**config.mk**
```make
export PLATFORM = sky130hd
export DESIGN_NAME = tcc_queue
export DESIGN_NICKNAME = d
export VERILOG_FILES = /design/src/tcc_pkg.sv /design/src/tcc_queue.sv
export SDC_FILE = /design/constraint.sdc
export NUM_CORES = 1
export LEC_CHECK = 0
export BUFFER_PORTS_ARGS = -buffer_cell sky130_fd_sc_hd__buf_2
export CAP_MARGIN = 20
export CORE_ASPECT_RATIO = 0.9
export CORE_MARGIN = 8
export CORE_UTILIZATION = 40
export CTS_BUF_LIST = sky130_fd_sc_hd__clkbuf_8
export CTS_CLUSTER_DIAMETER = 80
export CTS_CLUSTER_SIZE = 28
export DETAILED_ROUTE_END_ITERATION = 8
export SLEW_MARGIN = 20
export SYNTH_ARGS = -nofsm -noshare
export SYNTH_HDL_FRONTEND = slang
export SYNTH_SLANG_ARGS = --single-unit
```
**constraint.sdc**
```tcl
create_clock -name clk -period 5.4 [get_ports clk]
set_input_delay 0.54 -clock clk [delete_from_list [all_inputs] [get_ports clk]]
set_output_delay 0.54 -clock clk [all_outputs]
set_load 0.01 [all_outputs]
```
**src/tcc_pkg.sv**
```systemverilog
package tcc_pkg;

	// Character codes with a meaning of their own.
	localparam logic [7:0] CH_NEWLINE   = 8'd10;
	localparam logic [7:0] CH_BACKSPACE = 8'd8;
	localparam logic [7:0] CH_NUL       = 8'd0;
	localparam logic [7:0] CH_SPACE     = 8'd32;

	// Attribute of a blank cell after reset.
	localparam logic [7:0] RESET_ATTR = 8'd7;

	// Kind of work the back end performs for one word.
	typedef enum logic [2:0] {
		OP_NOP,
		OP_PUT,
		OP_NEWLINE,
		OP_BACKSPACE,
		OP_READ,
		OP_READ_OOB
	} tcc_op_t;

	// One classified word as it travels from the front end to the back end.
	typedef struct packed {
		tcc_op_t    op;
		logic [7:0] ch;
		logic [4:0] row;
		logic [6:0] col;
	} tcc_item_t;

endpackage

```
**src/tcc_queue.sv**
```systemverilog
module tcc_queue (
	input  logic               clk,
	input  logic               arst_n,
	input  logic               push_valid,
	output logic               push_ready,
	input  tcc_pkg::tcc_item_t push_item,
	output logic               pop_valid,
	input  logic               pop_ready,
	output tcc_pkg::tcc_item_t pop_item
);

	tcc_pkg::tcc_item_t slots_q [2];
	logic               wr_ptr_q;
	logic               rd_ptr_q;
	logic [1:0]         count_q;
	logic               do_push;
	logic               do_pop;

	assign push_ready = (count_q != 2'd2);
	assign pop_valid  = (count_q != 2'd0);
	assign pop_item   = slots_q[rd_ptr_q];
	assign do_push    = push_valid && push_ready;
	assign do_pop     = pop_valid && pop_ready;

	always_ff @(posedge clk or negedge arst_n) begin
		if (!arst_n) begin
			wr_ptr_q <= 1'b0;
			rd_ptr_q <= 1'b0;
			count_q  <= 2'd0;
		end else begin
			if (do_push) begin
				wr_ptr_q <= ~wr_ptr_q;
			end
			if (do_pop) begin
				rd_ptr_q <= ~rd_ptr_q;
			end
			if (do_push && !do_pop) begin
				count_q <= count_q + 2'd1;
			end else if (do_pop && !do_push) begin
				count_q <= count_q - 2'd1;
			end
		end
	end

	always_ff @(posedge clk) begin
		if (do_push) begin
			slots_q[wr_ptr_q] <= push_item;
		end
	end

endmodule

```
### Yosys cells after proc, flatten, opt, wreduce, memory -nomap -nowiden

Memory sizes are Yosys's and may differ from the RTL's.
Index checks and enable logic that the tools add are counted.

| storage, ports and cells | value |
|---|---|
| flip-flop bits (word level) | 4 |
| bits in latches | 0 |
| RAM bits | 46 |
| memory bits (read-only) | 0 |
| bits of input ports | 27 |
| logic and storage cells | 21 |
| memories kept | 1 |

Memory list:

| name | depth | width | read ports | clocked after memory_dff | write ports | RTL line | source |
|---|---|---|---|---|---|---|---|
| slots_q | 2 | 23 | 1 | 0 | 1 | tcc_queue.sv:12 | `tcc_pkg::tcc_item_t slots_q [2];` |

| cells by class | value |
|---|---|
| add/sub/neg operators | 2 |
| multiply operators | 0 |
| div/mod/pow operators | 0 |
| magnitude comparators | 0 |
| equal/unequal tests | 1 |
| shift operators | 0 |
| muxes and demuxes | 4 |
| bitwise logic cells | 2 |
| reductions and logical operators | 8 |

Operators with widths:

| kind | number |
|---|---|
| $logic_and 1x1->1 | 4 |
| $mux 2 | 2 |
| $reduce_bool 2->1 | 2 |
| $add 2x1->2 const B | 1 |
| $logic_not 1->1 | 2 |
| $mux 1 | 2 |
| $ne 2x2->1 const B | 1 |
| $not 1->1 | 2 |
| $sub 2x1->2 const B | 1 |

### Logic depth before layout (Yosys ltp)

| logic depth | value |
|---|---|
| word-level depth | 6 |
| mapped depth | 7 |

### Worst setup path before layout

OpenSTA, ideal clock, no wires.

| timing path | value |
|---|---|
| path type | flip-flop to flip-flop |
| from | register count_q[0] |
| to | memory slots_q[0][0] (netlist bit), enable pin |
| data arrival time | 1.683 ns |
| required time | 4.997 ns |
| setup slack | 3.315 ns |
| cell stages (with the launch flop) | 4 |
| path buffers | 0 |
| period minus slack after synthesis | 2.085 ns |
| cells stage by stage | dfrtp_1 > nand2b_1 > nand2_1 > nor2_1 |

| on the way | value |
|---|---|
| longest elaborated chain between the ends | 4 |

RTL lines:

| what | RTL line | source |
|---|---|---|
| start: declaration | tcc_queue.sv:15 | `logic [1:0] count_q;` |
| start signal: assignment | tcc_queue.sv:38 | `count_q <= count_q + 2'd1;` |
| start signal: assignment | tcc_queue.sv:40 | `count_q <= count_q - 2'd1;` |
| $ne 2x2->1 | tcc_queue.sv:19 | `assign push_ready = (count_q != 2'd2);` |
| via push_ready | tcc_queue.sv:5 | `output logic push_ready,` |
| $logic_and 1x1->1 | tcc_queue.sv:22 | `assign do_push = push_valid && push_ready;` |
| $mux 1 | tcc_queue.sv:46 | `if (do_push) begin` |
| $mux 1 (not written as such) | tcc_queue.sv:47 | `slots_q[wr_ptr_q] <= push_item;` |
| end: declaration | tcc_queue.sv:12 |  |

The timed path passes the listed nets, and every way through them passes these cells.

==> impl_metrics.ini <==
[route]
dr.pass1.iters = 2
num_vias = 952
drtAntennaViolNets = 0
avgRoutedWirePerCell_um = 15.1
vias_per_cell = 4.47
drt_iter0_drc = 63
wirelength_um = 3220
drc = 0

[setup_path]
critPathMaxStageDelay_ns = 0.77
start_kind = register
arrival_ns = 1.94
critPathKind = reg -> out
cp_top_family = flip-flops
required_ns = 4.86
cpMaxStageDelayCell = dfrtp_1
path_cells = buf_4, mux2_2, buf_2
end_kind = primary output
crit_buf_inv = 2
critPathMaxFanout = 13

[clock_network]
path_clk_slew_ns = 0.09
holdBufCountCts = 0
cts_root_buffer = clkbuf_8
cts_repair_resize_count = 0
cts_sinks = 50
htreeDepth = 2
numCtsBuffers = 5
cts_tree = built
cts_setup_buffers = 0
worstSkewPairLatency_ns = 0.30
clk_path_buf_depth = 2

[run]
drv_cap = 0

[timing]
rsz0062_at_grt = false
setup_tns_ns = 0
relSlewSlack_pct = 55.6
fin_ws_ns = 2.92
period_needed_ns = 2.48
post-route-period-util_pct = 45.9
worstMarginPinSlew_ns = 0.666
fmax_mhz = 403
slew_violations = 0
hold_ws_ns = 0.0296
setup_viol_count_final = 0
finalHoldViolCount = 0
skew_ns = 0.0103

[placed_design]
gp_congestion = 0.661
pre_cts_ws_ns = 3.22
portBuffers = 51
place_hpwl_um = 2390
dpl_cell_area_um2 = 2260
place_inst = 205

[power]
p_switching_uw = 368
power_frac_seq_pct = 46.2
power_density_nw_per_um2 = 530
p_clk_share_pct = 21.0
p_int_uw = 893
vdd_drop_max_v = 0.000241
leakagePower_nw = 0.961
p_sw_share_pct = 29.2
p_comb_share_pct = 32.8

[final_layout]
final_cell_mix = 51 x buf_2, 46 x edfxtp_1, 19 x mux2_4, 5 x clkbuf_8
area_growth_pct = 21.5
fin_cells = 213
fin_nets = 175
antenna_cells = 0
final_layout_size_suffix_gt1_share_pct = 58.8
finalInstanceArea_um2 = 2380
final_common_cell = buf_2

[floorplanning]
dieArea_um2 = 7400
rows = 24
core_area_um2 = 4770
ios = 52
dieHeight_um = 82.4
fp.dieW_um = 89.8
start_util_pct = 41.0

[grt]
grt_pass1_wl_um = 5200
grt-ovfl-total = 0
grt_usage_pct = 9.03
grt_max_degree = 24
antenna_found_initial = 0
first_global_vias = 1055

[synth]
syn_avg_cell_area_um2 = 21.8
synth_fp_nets = 118
ys_seq_elements = 50
syn-cell-area_um2 = 1960
synth.distinct_cells = 16
ys_warn_count = 0
syn-instance-count = 90
ys_seq_area_share_pct = 75.6

[status]
outcome = finished clean

[hold_path]
hold_class = in -> async
==> registers in the layout (all words and copies together) (netlist names) <==
signal / cells
slots_q: 46
count_q: 2
rd_ptr_q: 1
wr_ptr_q: 1
==> worst paths after layout <==
check | start | endpoint | slack (ns) | cells after the start
max reg2reg | count_q[0] | slots_q[0][14] | 3.57 | 4
min in group clk | push_item[8] | slots_q[0][8] | 0.42 | 1
max | rd_ptr_q | pop_item[20] | 2.92 | 3
max in group asynchronous | arst_n | wr_ptr_q | 5.24 | 1
min | arst_n | count_q[1] | 0.03 | 1
min reg2reg | count_q[1] | count_q[1] | 0.51 | 1
==> worst register-to-register path, stage by stage (launching register included) <==
cell and delay (ns):
dfrtp_1 0.41, nand2b_1 0.16, nand2_1 0.11, nor2_2 0.53, buf_4 0.32
==> final cells by class <==
cell class,count,area [um2]
clock inverters,3,48.8
well taps,65,81.3
multi-input cells,36,427
inverters,1,3.75
flip-flops and latches,50,1480
repair buffers,53,270
fillers,392,2390
clock buffers,5,68.8
==> power by group through the flow <==
stage / Combinational [mW] / Clock (mW) / Sequential [mW]
2_1_floorplan: 0.341 / 0 / 0.565
3_3_place_gp: 0.419 / 0 / 0.589
3_5_place_dp: 0.422 / 0 / 0.596
4_1_cts: 0.424 / 0.272 / 0.587
5_1_grt: 0.454 / 0.292 / 0.593
6_report: 0.413 / 0.265 / 0.583
==> cell usage after synthesis <==
cell      count  share of area (%)
nand2_1       1               0.19
and3_1        1               0.32
xor2_1        2               0.89
edfxtp_1     46                 70
ha_1          1               0.64
mux2_2        4                2.3
mux2_4       19                 15
nor2_1        2               0.38
nand2b_1      1               0.32
or2_1         1               0.32
inv_1         1               0.19
xnor2_1       3                1.3
dfrtp_1       4                5.1
buf_6         1               0.57
buf_12        2                2.0
nand2_2       1               0.32
==> routing by layer <==
metal	share of wire (%)	routed length, um	vias up	GRT usage, %
met4	0.25	8	0	3.37
met1	42	1360	459	10.3
met3	8.8	283	2	4.25
met5	0	0	-	0
li1	-	-	456	-
met2	49	1570	35	14.8
==> kinds of logic after synthesis <==
| logic type | synth area share [%] |
|---|---|
| and+or+nand+nor | 1.85 |
| DFF | 75.6 |
| muxes | 16.9 |
| buffers and inverters | 2.81 |
| adders and majority gates | 0.638 |
| xor gates and xnor gates | 2.24 |
==> per-stage QoR <==
stage | utilization, % | power, mW
global placement | 47.4 | 1.01
global route | 49.9 | 1.34
detailed placement | 47.4 | 1.02
finish | 49.9 | 1.26
CTS | 49.8 | 1.28
floorplan | - | 0.906
Note: power is estimated with default switching activity, not from simulation.
