[config.mk]
export PLATFORM = sky130hd
export DESIGN_NAME = tcc_front_flat
export DESIGN_NICKNAME = d
export VERILOG_FILES = /design/src/tcc_pkg.sv /design/src/tcc_if.sv /design/src/tcc_front.sv /design/src/flat_wrapper.sv
export SDC_FILE = /design/constraint.sdc
export NUM_CORES = 1
export LEC_CHECK = 0
export ABC_AREA = 1
export BUFFER_PORTS_ARGS = -buffer_cell sky130_fd_sc_hd__buf_2
export CAP_MARGIN = 15
export CORE_MARGIN = 4
export CORE_UTILIZATION = 25
export DETAILED_ROUTE_END_ITERATION = 8
export PLACE_DENSITY = 0.57
export SYNTH_ARGS = -nofsm -noshare
export SYNTH_HDL_FRONTEND = slang
export SYNTH_SLANG_ARGS = --single-unit
[constraint.sdc]
create_clock -name clk -period 2.2 [get_ports clk]
set_input_delay 0.44 -clock clk [delete_from_list [all_inputs] [get_ports clk]]
set_output_delay 0.44 -clock clk [all_outputs]
set_load 0.02 [all_outputs]
[src/tcc_pkg.sv]
package tcc_pkg;

	// Character codes with a meaning of their own.
	localparam logic [7:0] CH_NEWLINE   = 8'd10;
	localparam logic [7:0] CH_BACKSPACE = 8'd8;
	localparam logic [7:0] CH_NUL       = 8'd0;
	localparam logic [7:0] CH_SPACE     = 8'd32;

	// Attribute of a blank cell after reset.
	localparam logic [7:0] RESET_ATTR = 8'd7;

	// Kind of work the back end performs for one word.
	typedef enum logic [2:0] {
		OP_NOP,
		OP_PUT,
		OP_NEWLINE,
		OP_BACKSPACE,
		OP_READ,
		OP_READ_OOB
	} tcc_op_t;

	// One classified word as it travels from the front end to the back end.
	typedef struct packed {
		tcc_op_t    op;
		logic [7:0] ch;
		logic [4:0] row;
		logic [6:0] col;
	} tcc_item_t;

endpackage

[src/tcc_if.sv]
interface tcc_cmd_if;
	logic       valid;
	logic       ready;
	logic       func;
	logic [7:0] ch;
	logic [4:0] read_row;
	logic [6:0] read_col;

	modport source (output valid, func, ch, read_row, read_col, input ready);
	modport sink (input valid, func, ch, read_row, read_col, output ready);
endinterface


[src/tcc_front.sv]
module tcc_front #(
	parameter int ROWS = 25,
	parameter int COLS = 80
) (
	input  logic                clk,
	input  logic                arst_n,
	tcc_cmd_if.sink             cmd,
	output logic                push_valid,
	input  logic                push_ready,
	output tcc_pkg::tcc_item_t  push_item
);

	logic               valid_s1;
	tcc_pkg::tcc_item_t item_s1;
	tcc_pkg::tcc_item_t item_d;
	logic               in_range;

	assign cmd.ready = !valid_s1 || push_ready;

	// Bounds are checked here so the back end can tell a read inside the screen from one outside it.
	assign in_range = ({1'b0, cmd.read_row} < 6'(ROWS)) && ({1'b0, cmd.read_col} < 8'(COLS));

	always_comb begin
		item_d.ch  = cmd.ch;
		item_d.row = cmd.read_row;
		item_d.col = cmd.read_col;
		if (cmd.func) begin
			item_d.op = in_range ? tcc_pkg::OP_READ : tcc_pkg::OP_READ_OOB;
		end else begin
			case (cmd.ch)
				tcc_pkg::CH_NEWLINE:   item_d.op = tcc_pkg::OP_NEWLINE;
				tcc_pkg::CH_BACKSPACE: item_d.op = tcc_pkg::OP_BACKSPACE;
				tcc_pkg::CH_NUL:       item_d.op = tcc_pkg::OP_NOP;
				default:               item_d.op = tcc_pkg::OP_PUT;
			endcase
		end
	end

	always_ff @(posedge clk or negedge arst_n) begin
		if (!arst_n) begin
			valid_s1 <= 1'b0;
		end else if (cmd.valid && cmd.ready) begin
			valid_s1 <= 1'b1;
		end else if (push_ready) begin
			valid_s1 <= 1'b0;
		end
	end

	always_ff @(posedge clk) begin
		if (cmd.valid && cmd.ready) begin
			item_s1 <= item_d;
		end
	end

	assign push_valid = valid_s1;
	assign push_item  = item_s1;

endmodule

[src/flat_wrapper.sv]
// flat-port wrapper written by rule: the top's interface ports become plain ports
module tcc_front_flat 
#(
	parameter int ROWS = 25,
	parameter int COLS = 80
)
  (clk, arst_n, push_valid, push_ready, push_item, cmd_valid, cmd_func, cmd_ch, cmd_read_row, cmd_read_col, cmd_ready);
  tcc_cmd_if cmd_i ();
  input  logic clk;
  input  logic arst_n;
  output logic push_valid;
  input  logic push_ready;
  output tcc_pkg::tcc_item_t push_item;
  input wire logic [$bits(cmd_i.valid)-1:0] cmd_valid;
  input wire logic [$bits(cmd_i.func)-1:0] cmd_func;
  input wire logic [$bits(cmd_i.ch)-1:0] cmd_ch;
  input wire logic [$bits(cmd_i.read_row)-1:0] cmd_read_row;
  input wire logic [$bits(cmd_i.read_col)-1:0] cmd_read_col;
  output wire logic [$bits(cmd_i.ready)-1:0] cmd_ready;
  assign cmd_i.valid = cmd_valid;
  assign cmd_i.func = cmd_func;
  assign cmd_i.ch = cmd_ch;
  assign cmd_i.read_row = cmd_read_row;
  assign cmd_i.read_col = cmd_read_col;
  assign cmd_ready = cmd_i.ready;
  tcc_front #(.ROWS(ROWS), .COLS(COLS)) u_core (.clk(clk), .arst_n(arst_n), .cmd(cmd_i), .push_valid(push_valid), .push_ready(push_ready), .push_item(push_item));
endmodule
# Word level (Yosys, flattened, before mapping)
# Cells that the tools add are included.
[totals]
wordCells = 20
ff_bits = 24
input_bits = 25
output_inout_bits = 25
[op_classes]
reduce_logical = 6
eq_ne = 2
mux = 5
magnitude_cmp = 2
[op_table]
columns = ["cell", "n"]
rows = [
  ["$eq 8x4->1 const B", 2],
  ["$logic_not 8->1", 1],
  ["$lt 7x7->1 const B", 1],
  ["$pmux 2 s3", 1],
  ["$lt 5x5->1 const B", 1],
  ["$mux 1", 3],
  ["$mux 3", 1],
  ["$logic_and 1x1->1", 2],
  ["$reduce_bool 2->1", 1],
  ["$logic_not 1->1", 1],
  ["$logic_or 1x1->1", 1],
]

# Depth between registers and ports, before layout
[depth]
ltp_word = 4
depth_mapped = 7
depth_no_buf = 7

# Worst setup path before layout
# OpenSTA, ideal clock, no wires.
[synth_timing]
path_kind = "register -> register"
start = "reg u_core.valid_s1 (netlist: u_core.push_valid)"
end = "reg u_core.item_s1, in the netlist u_core.push_item[0] (enable)"
path_stages_with_launch = 2
required_ns = 1.789
period_less_slack_ns = 2.076
path_slack_ns = 0.124
setup_ns = 0.411
arrival_time_ns = 1.666
n_path_buf = 0
cell_sequence = "dfrtp_1 a21oi_1"
[synth_between]
elab_chain_cells = 3
[synth_rtl]
columns = ["item", "line", "text"]
rows = [
  ["from (decl)", "tcc_front.sv:13", "logic valid_s1;"],
  ["from (signal assigned)", "tcc_front.sv:41", "valid_s1 <= 1'b0;"],
  ["from (signal assigned)", "tcc_front.sv:43", "valid_s1 <= 1'b1;"],
  ["from (signal assigned)", "tcc_front.sv:45", "valid_s1 <= 1'b0;"],
  ["$logic_not 1->1", "tcc_front.sv:18", "assign cmd.ready = !valid_s1 || push_ready;"],
  ["$logic_or 1x1->1", "tcc_front.sv:18", ""],
  ["$logic_and 1x1->1", "tcc_front.sv:50", "if (cmd.valid && cmd.ready) begin"],
  ["to (signal assigned)", "tcc_front.sv:51", "item_s1 <= item_d;"],
  ["to (decl)", "tcc_front.sv:14", "tcc_pkg::tcc_item_t item_s1;"],
]
# No other way between the ends.
# A chain may end at the register's enable or synchronous reset.

# Worst setup path after layout
[layout_timing]
start = "reg u_core.valid_s1 (netlist: u_core.push_valid)"
end = "out cmd_ready"
[layout_between]
elab_chain_cells = 2
[layout_rtl]
columns = ["item", "line", "text"]
rows = [
  ["$logic_not 1->1", "tcc_front.sv:18", ""],
  ["$logic_or 1x1->1", "tcc_front.sv:18", ""],
  ["to (decl)", "flat_wrapper.sv:19", "output wire logic [$bits(cmd_i.ready)-1:0] cmd_ready;"],
]
# No other way between the ends.

==> out/results.ini <==
[clock_network]
tritoncts=built
clockBufferDepth=2
clk_latency_ps=300
cts_setup_buffers=0
clock-sinks=24
clock-root-buffer=clkbuf_4
cts_resized=0
htreeDepth=1
numCtsBuffers=3
clkTransAtPathRegs_ps=130
cts_hold_buf=1

[synthesis]
synthTopCellsByCount=23 x edfxtp_1, 12 x nand2_1, 11 x nor2_1, 10 x inv_1
yosysMostFrequentCell=edfxtp_1
yosys.area.top_type=edfxtp_1
netlist_area_um2=857
synthFlopType=edfxtp_1
synth-seq-cells=24
ys_types=8
synth_edf_count=23
avgSynthCellArea_um2=14.3
synth.top_cell.area_share_pct=80.6
yosys-top-cells-area=edfxtp_1 81%, nand2_1 5.3%, nor2_1 4.8%
yosysWarnings=0
synthCells=60
seq_area_frac_synth_pct=83.5
syn-num-nets=85
async_reset_ff_share_pct=4.17

[global_routing]
grt_pass1_wl_um=2780
grt_pass1_vias=650
grt.total_usage_pct=8.33
grt_max_degree=24
grt-ovfl-total=0
antenna_found_initial=0

[setup_path]
r2r_cells=2
cp_max_fo=3
crit_path_start_kind=flip-flop
critPathRequiredTime_ps=1760
crit_path_end_kind=output pin
crit_arrival_ps=1000
critPathKind=reg -> out

[power]
p_per_area_nw_per_um2=693
leakage_nw=0.557
ir_drop_mv=0.192

[timing]
holdWs_ps=304
setup_tns_ps=0
period_needed_ps=1440
clock_skew_ps=4.37
max_freq_ghz=0.694
post-route-period-util_pct=65.5
rsz0062_at_grt=false
tightest_slew_ps=296
finalSetupViolCount=0
setup_ws_ps=759
maxSlewViolCount=0
maxSlewHeadroom_pct=80.3
final-hold-violation-count=0

[route]
drtIter0Drc=16
drt_wl_total_um=1780
vias_per_cell=3.80
wl_per_cell_um=11.2
remaining_drc_errors=0
vias=604
drtPass1Iterations=2
ant_nets=0

[die]
die_area_um2=4430
fp.dieH_um=66.6
start_util_pct=27.2
fp.dieW_um=66.6
io_pins=50
num_rows=20
coreArea_um2=3150

[worst_hold_path]
holdPathStages=1
hold_class=in -> reg

[finish]
drive_gt1_share_pct=47.0
n_antenna_cell=0
post-route-util_pct=38.2
nets=141
area_delta_synth_final_pct=40.6
nFillCells=328
layout.cells.non_filler=159

[place]
dp.cells=154
dp_slack_ps=861
dpl.hpwl_um=1440
io_buffers=49
gp_congestion=0.678

[flow_run]
drv_cap=0

[run_status]
status=complete, no violations

==> per-layer routing <==
layer  GRT usage, %  wire [µm]  part of all wire (%)  up-vias
met5              0          0                     0        -
met4           4.57         27                   1.5        0
met3           1.35        147                   8.2        2
met2           16.3        905                    51       27
met1           8.06        703                    39      271
li1               -          -                     -      304
==> registers in the layout (all words and copies together) (netlist names) <==
| register | count |
|---|---|
| u_core.push_valid | 1 |
| u_core.push_item | 23 |
==> layout by cell type, fill, tap and decap left out, drive strengths merged <==
master,synthesis,routed
a21oi,1,1
and3,1,1
buf,0,50
clkbuf,0,3
clkinv,0,1
dfrtp,1,1
dlygate4sd3,0,1
edfxtp,23,23
inv,10,10
nand2,12,12
nor2,11,11
or2,1,1
==> stage by stage <==
| stage | power [mW] | instance area (µm²) |
|---|---|---|
| CTS | 0.851 | 1200 |
| global placement | 0.656 | 1170 |
| global route | 0.879 | 1200 |
| detailed placement | 0.660 | 1170 |
| finish | 0.835 | 1200 |
| floorplan | 0.602 | 857 |
==> kinds of logic after synthesis <==
kind of cell,synth area share (%)
buffers and inverters,4.38
DFF,83.5
AOI/OAI and AO/OA,0.583
and+or+nand+nor,11.5
==> cell type report <==
| class | count | area, µm² | share of cell area [%] |
|---|---|---|---|
| Clock buffer | 3 | 22.5 | 1.87 |
| Clock inverter | 1 | 3.75 | 0.312 |
| Inverter | 10 | 37.5 | 3.12 |
| Multi-Input combinational cell | 26 | 108 | 8.93 |
| Sequential cell | 24 | 716 | 59.4 |
| Tap cell | 44 | 55.1 | 4.57 |
| Timing Repair Buffer | 51 | 263 | 21.8 |
==> critical path: stages, from the launching register on <==
cell and delay, ps:
dfrtp_1 430, nand2_1 100, buf_2 180
==> where the power goes <==
group	internal, mW	leakage [nW]	switching, mW
sequential	0.530	0.230	0.00570
clock	0.0660	0.0154	0.121
combinational	0.0405	0.312	0.0717
total	0.636	0.557	0.199
==> final timing paths <==
check,startpoint,endpoint,slack (ps)
worst max-delay path,u_core.push_valid,cmd_ready,760
worst min-delay path,cmd_read_col[2],u_core.push_item[2],300
worst max register to register,u_core.push_valid,u_core.push_item[5],1010
worst min register to register,u_core.push_valid,u_core.push_valid,580
max in group asynchronous,arst_n,u_core.push_valid,1690
min in group asynchronous,arst_n,u_core.push_valid,430
No activity file was read; power rests on OpenSTA's default activity.
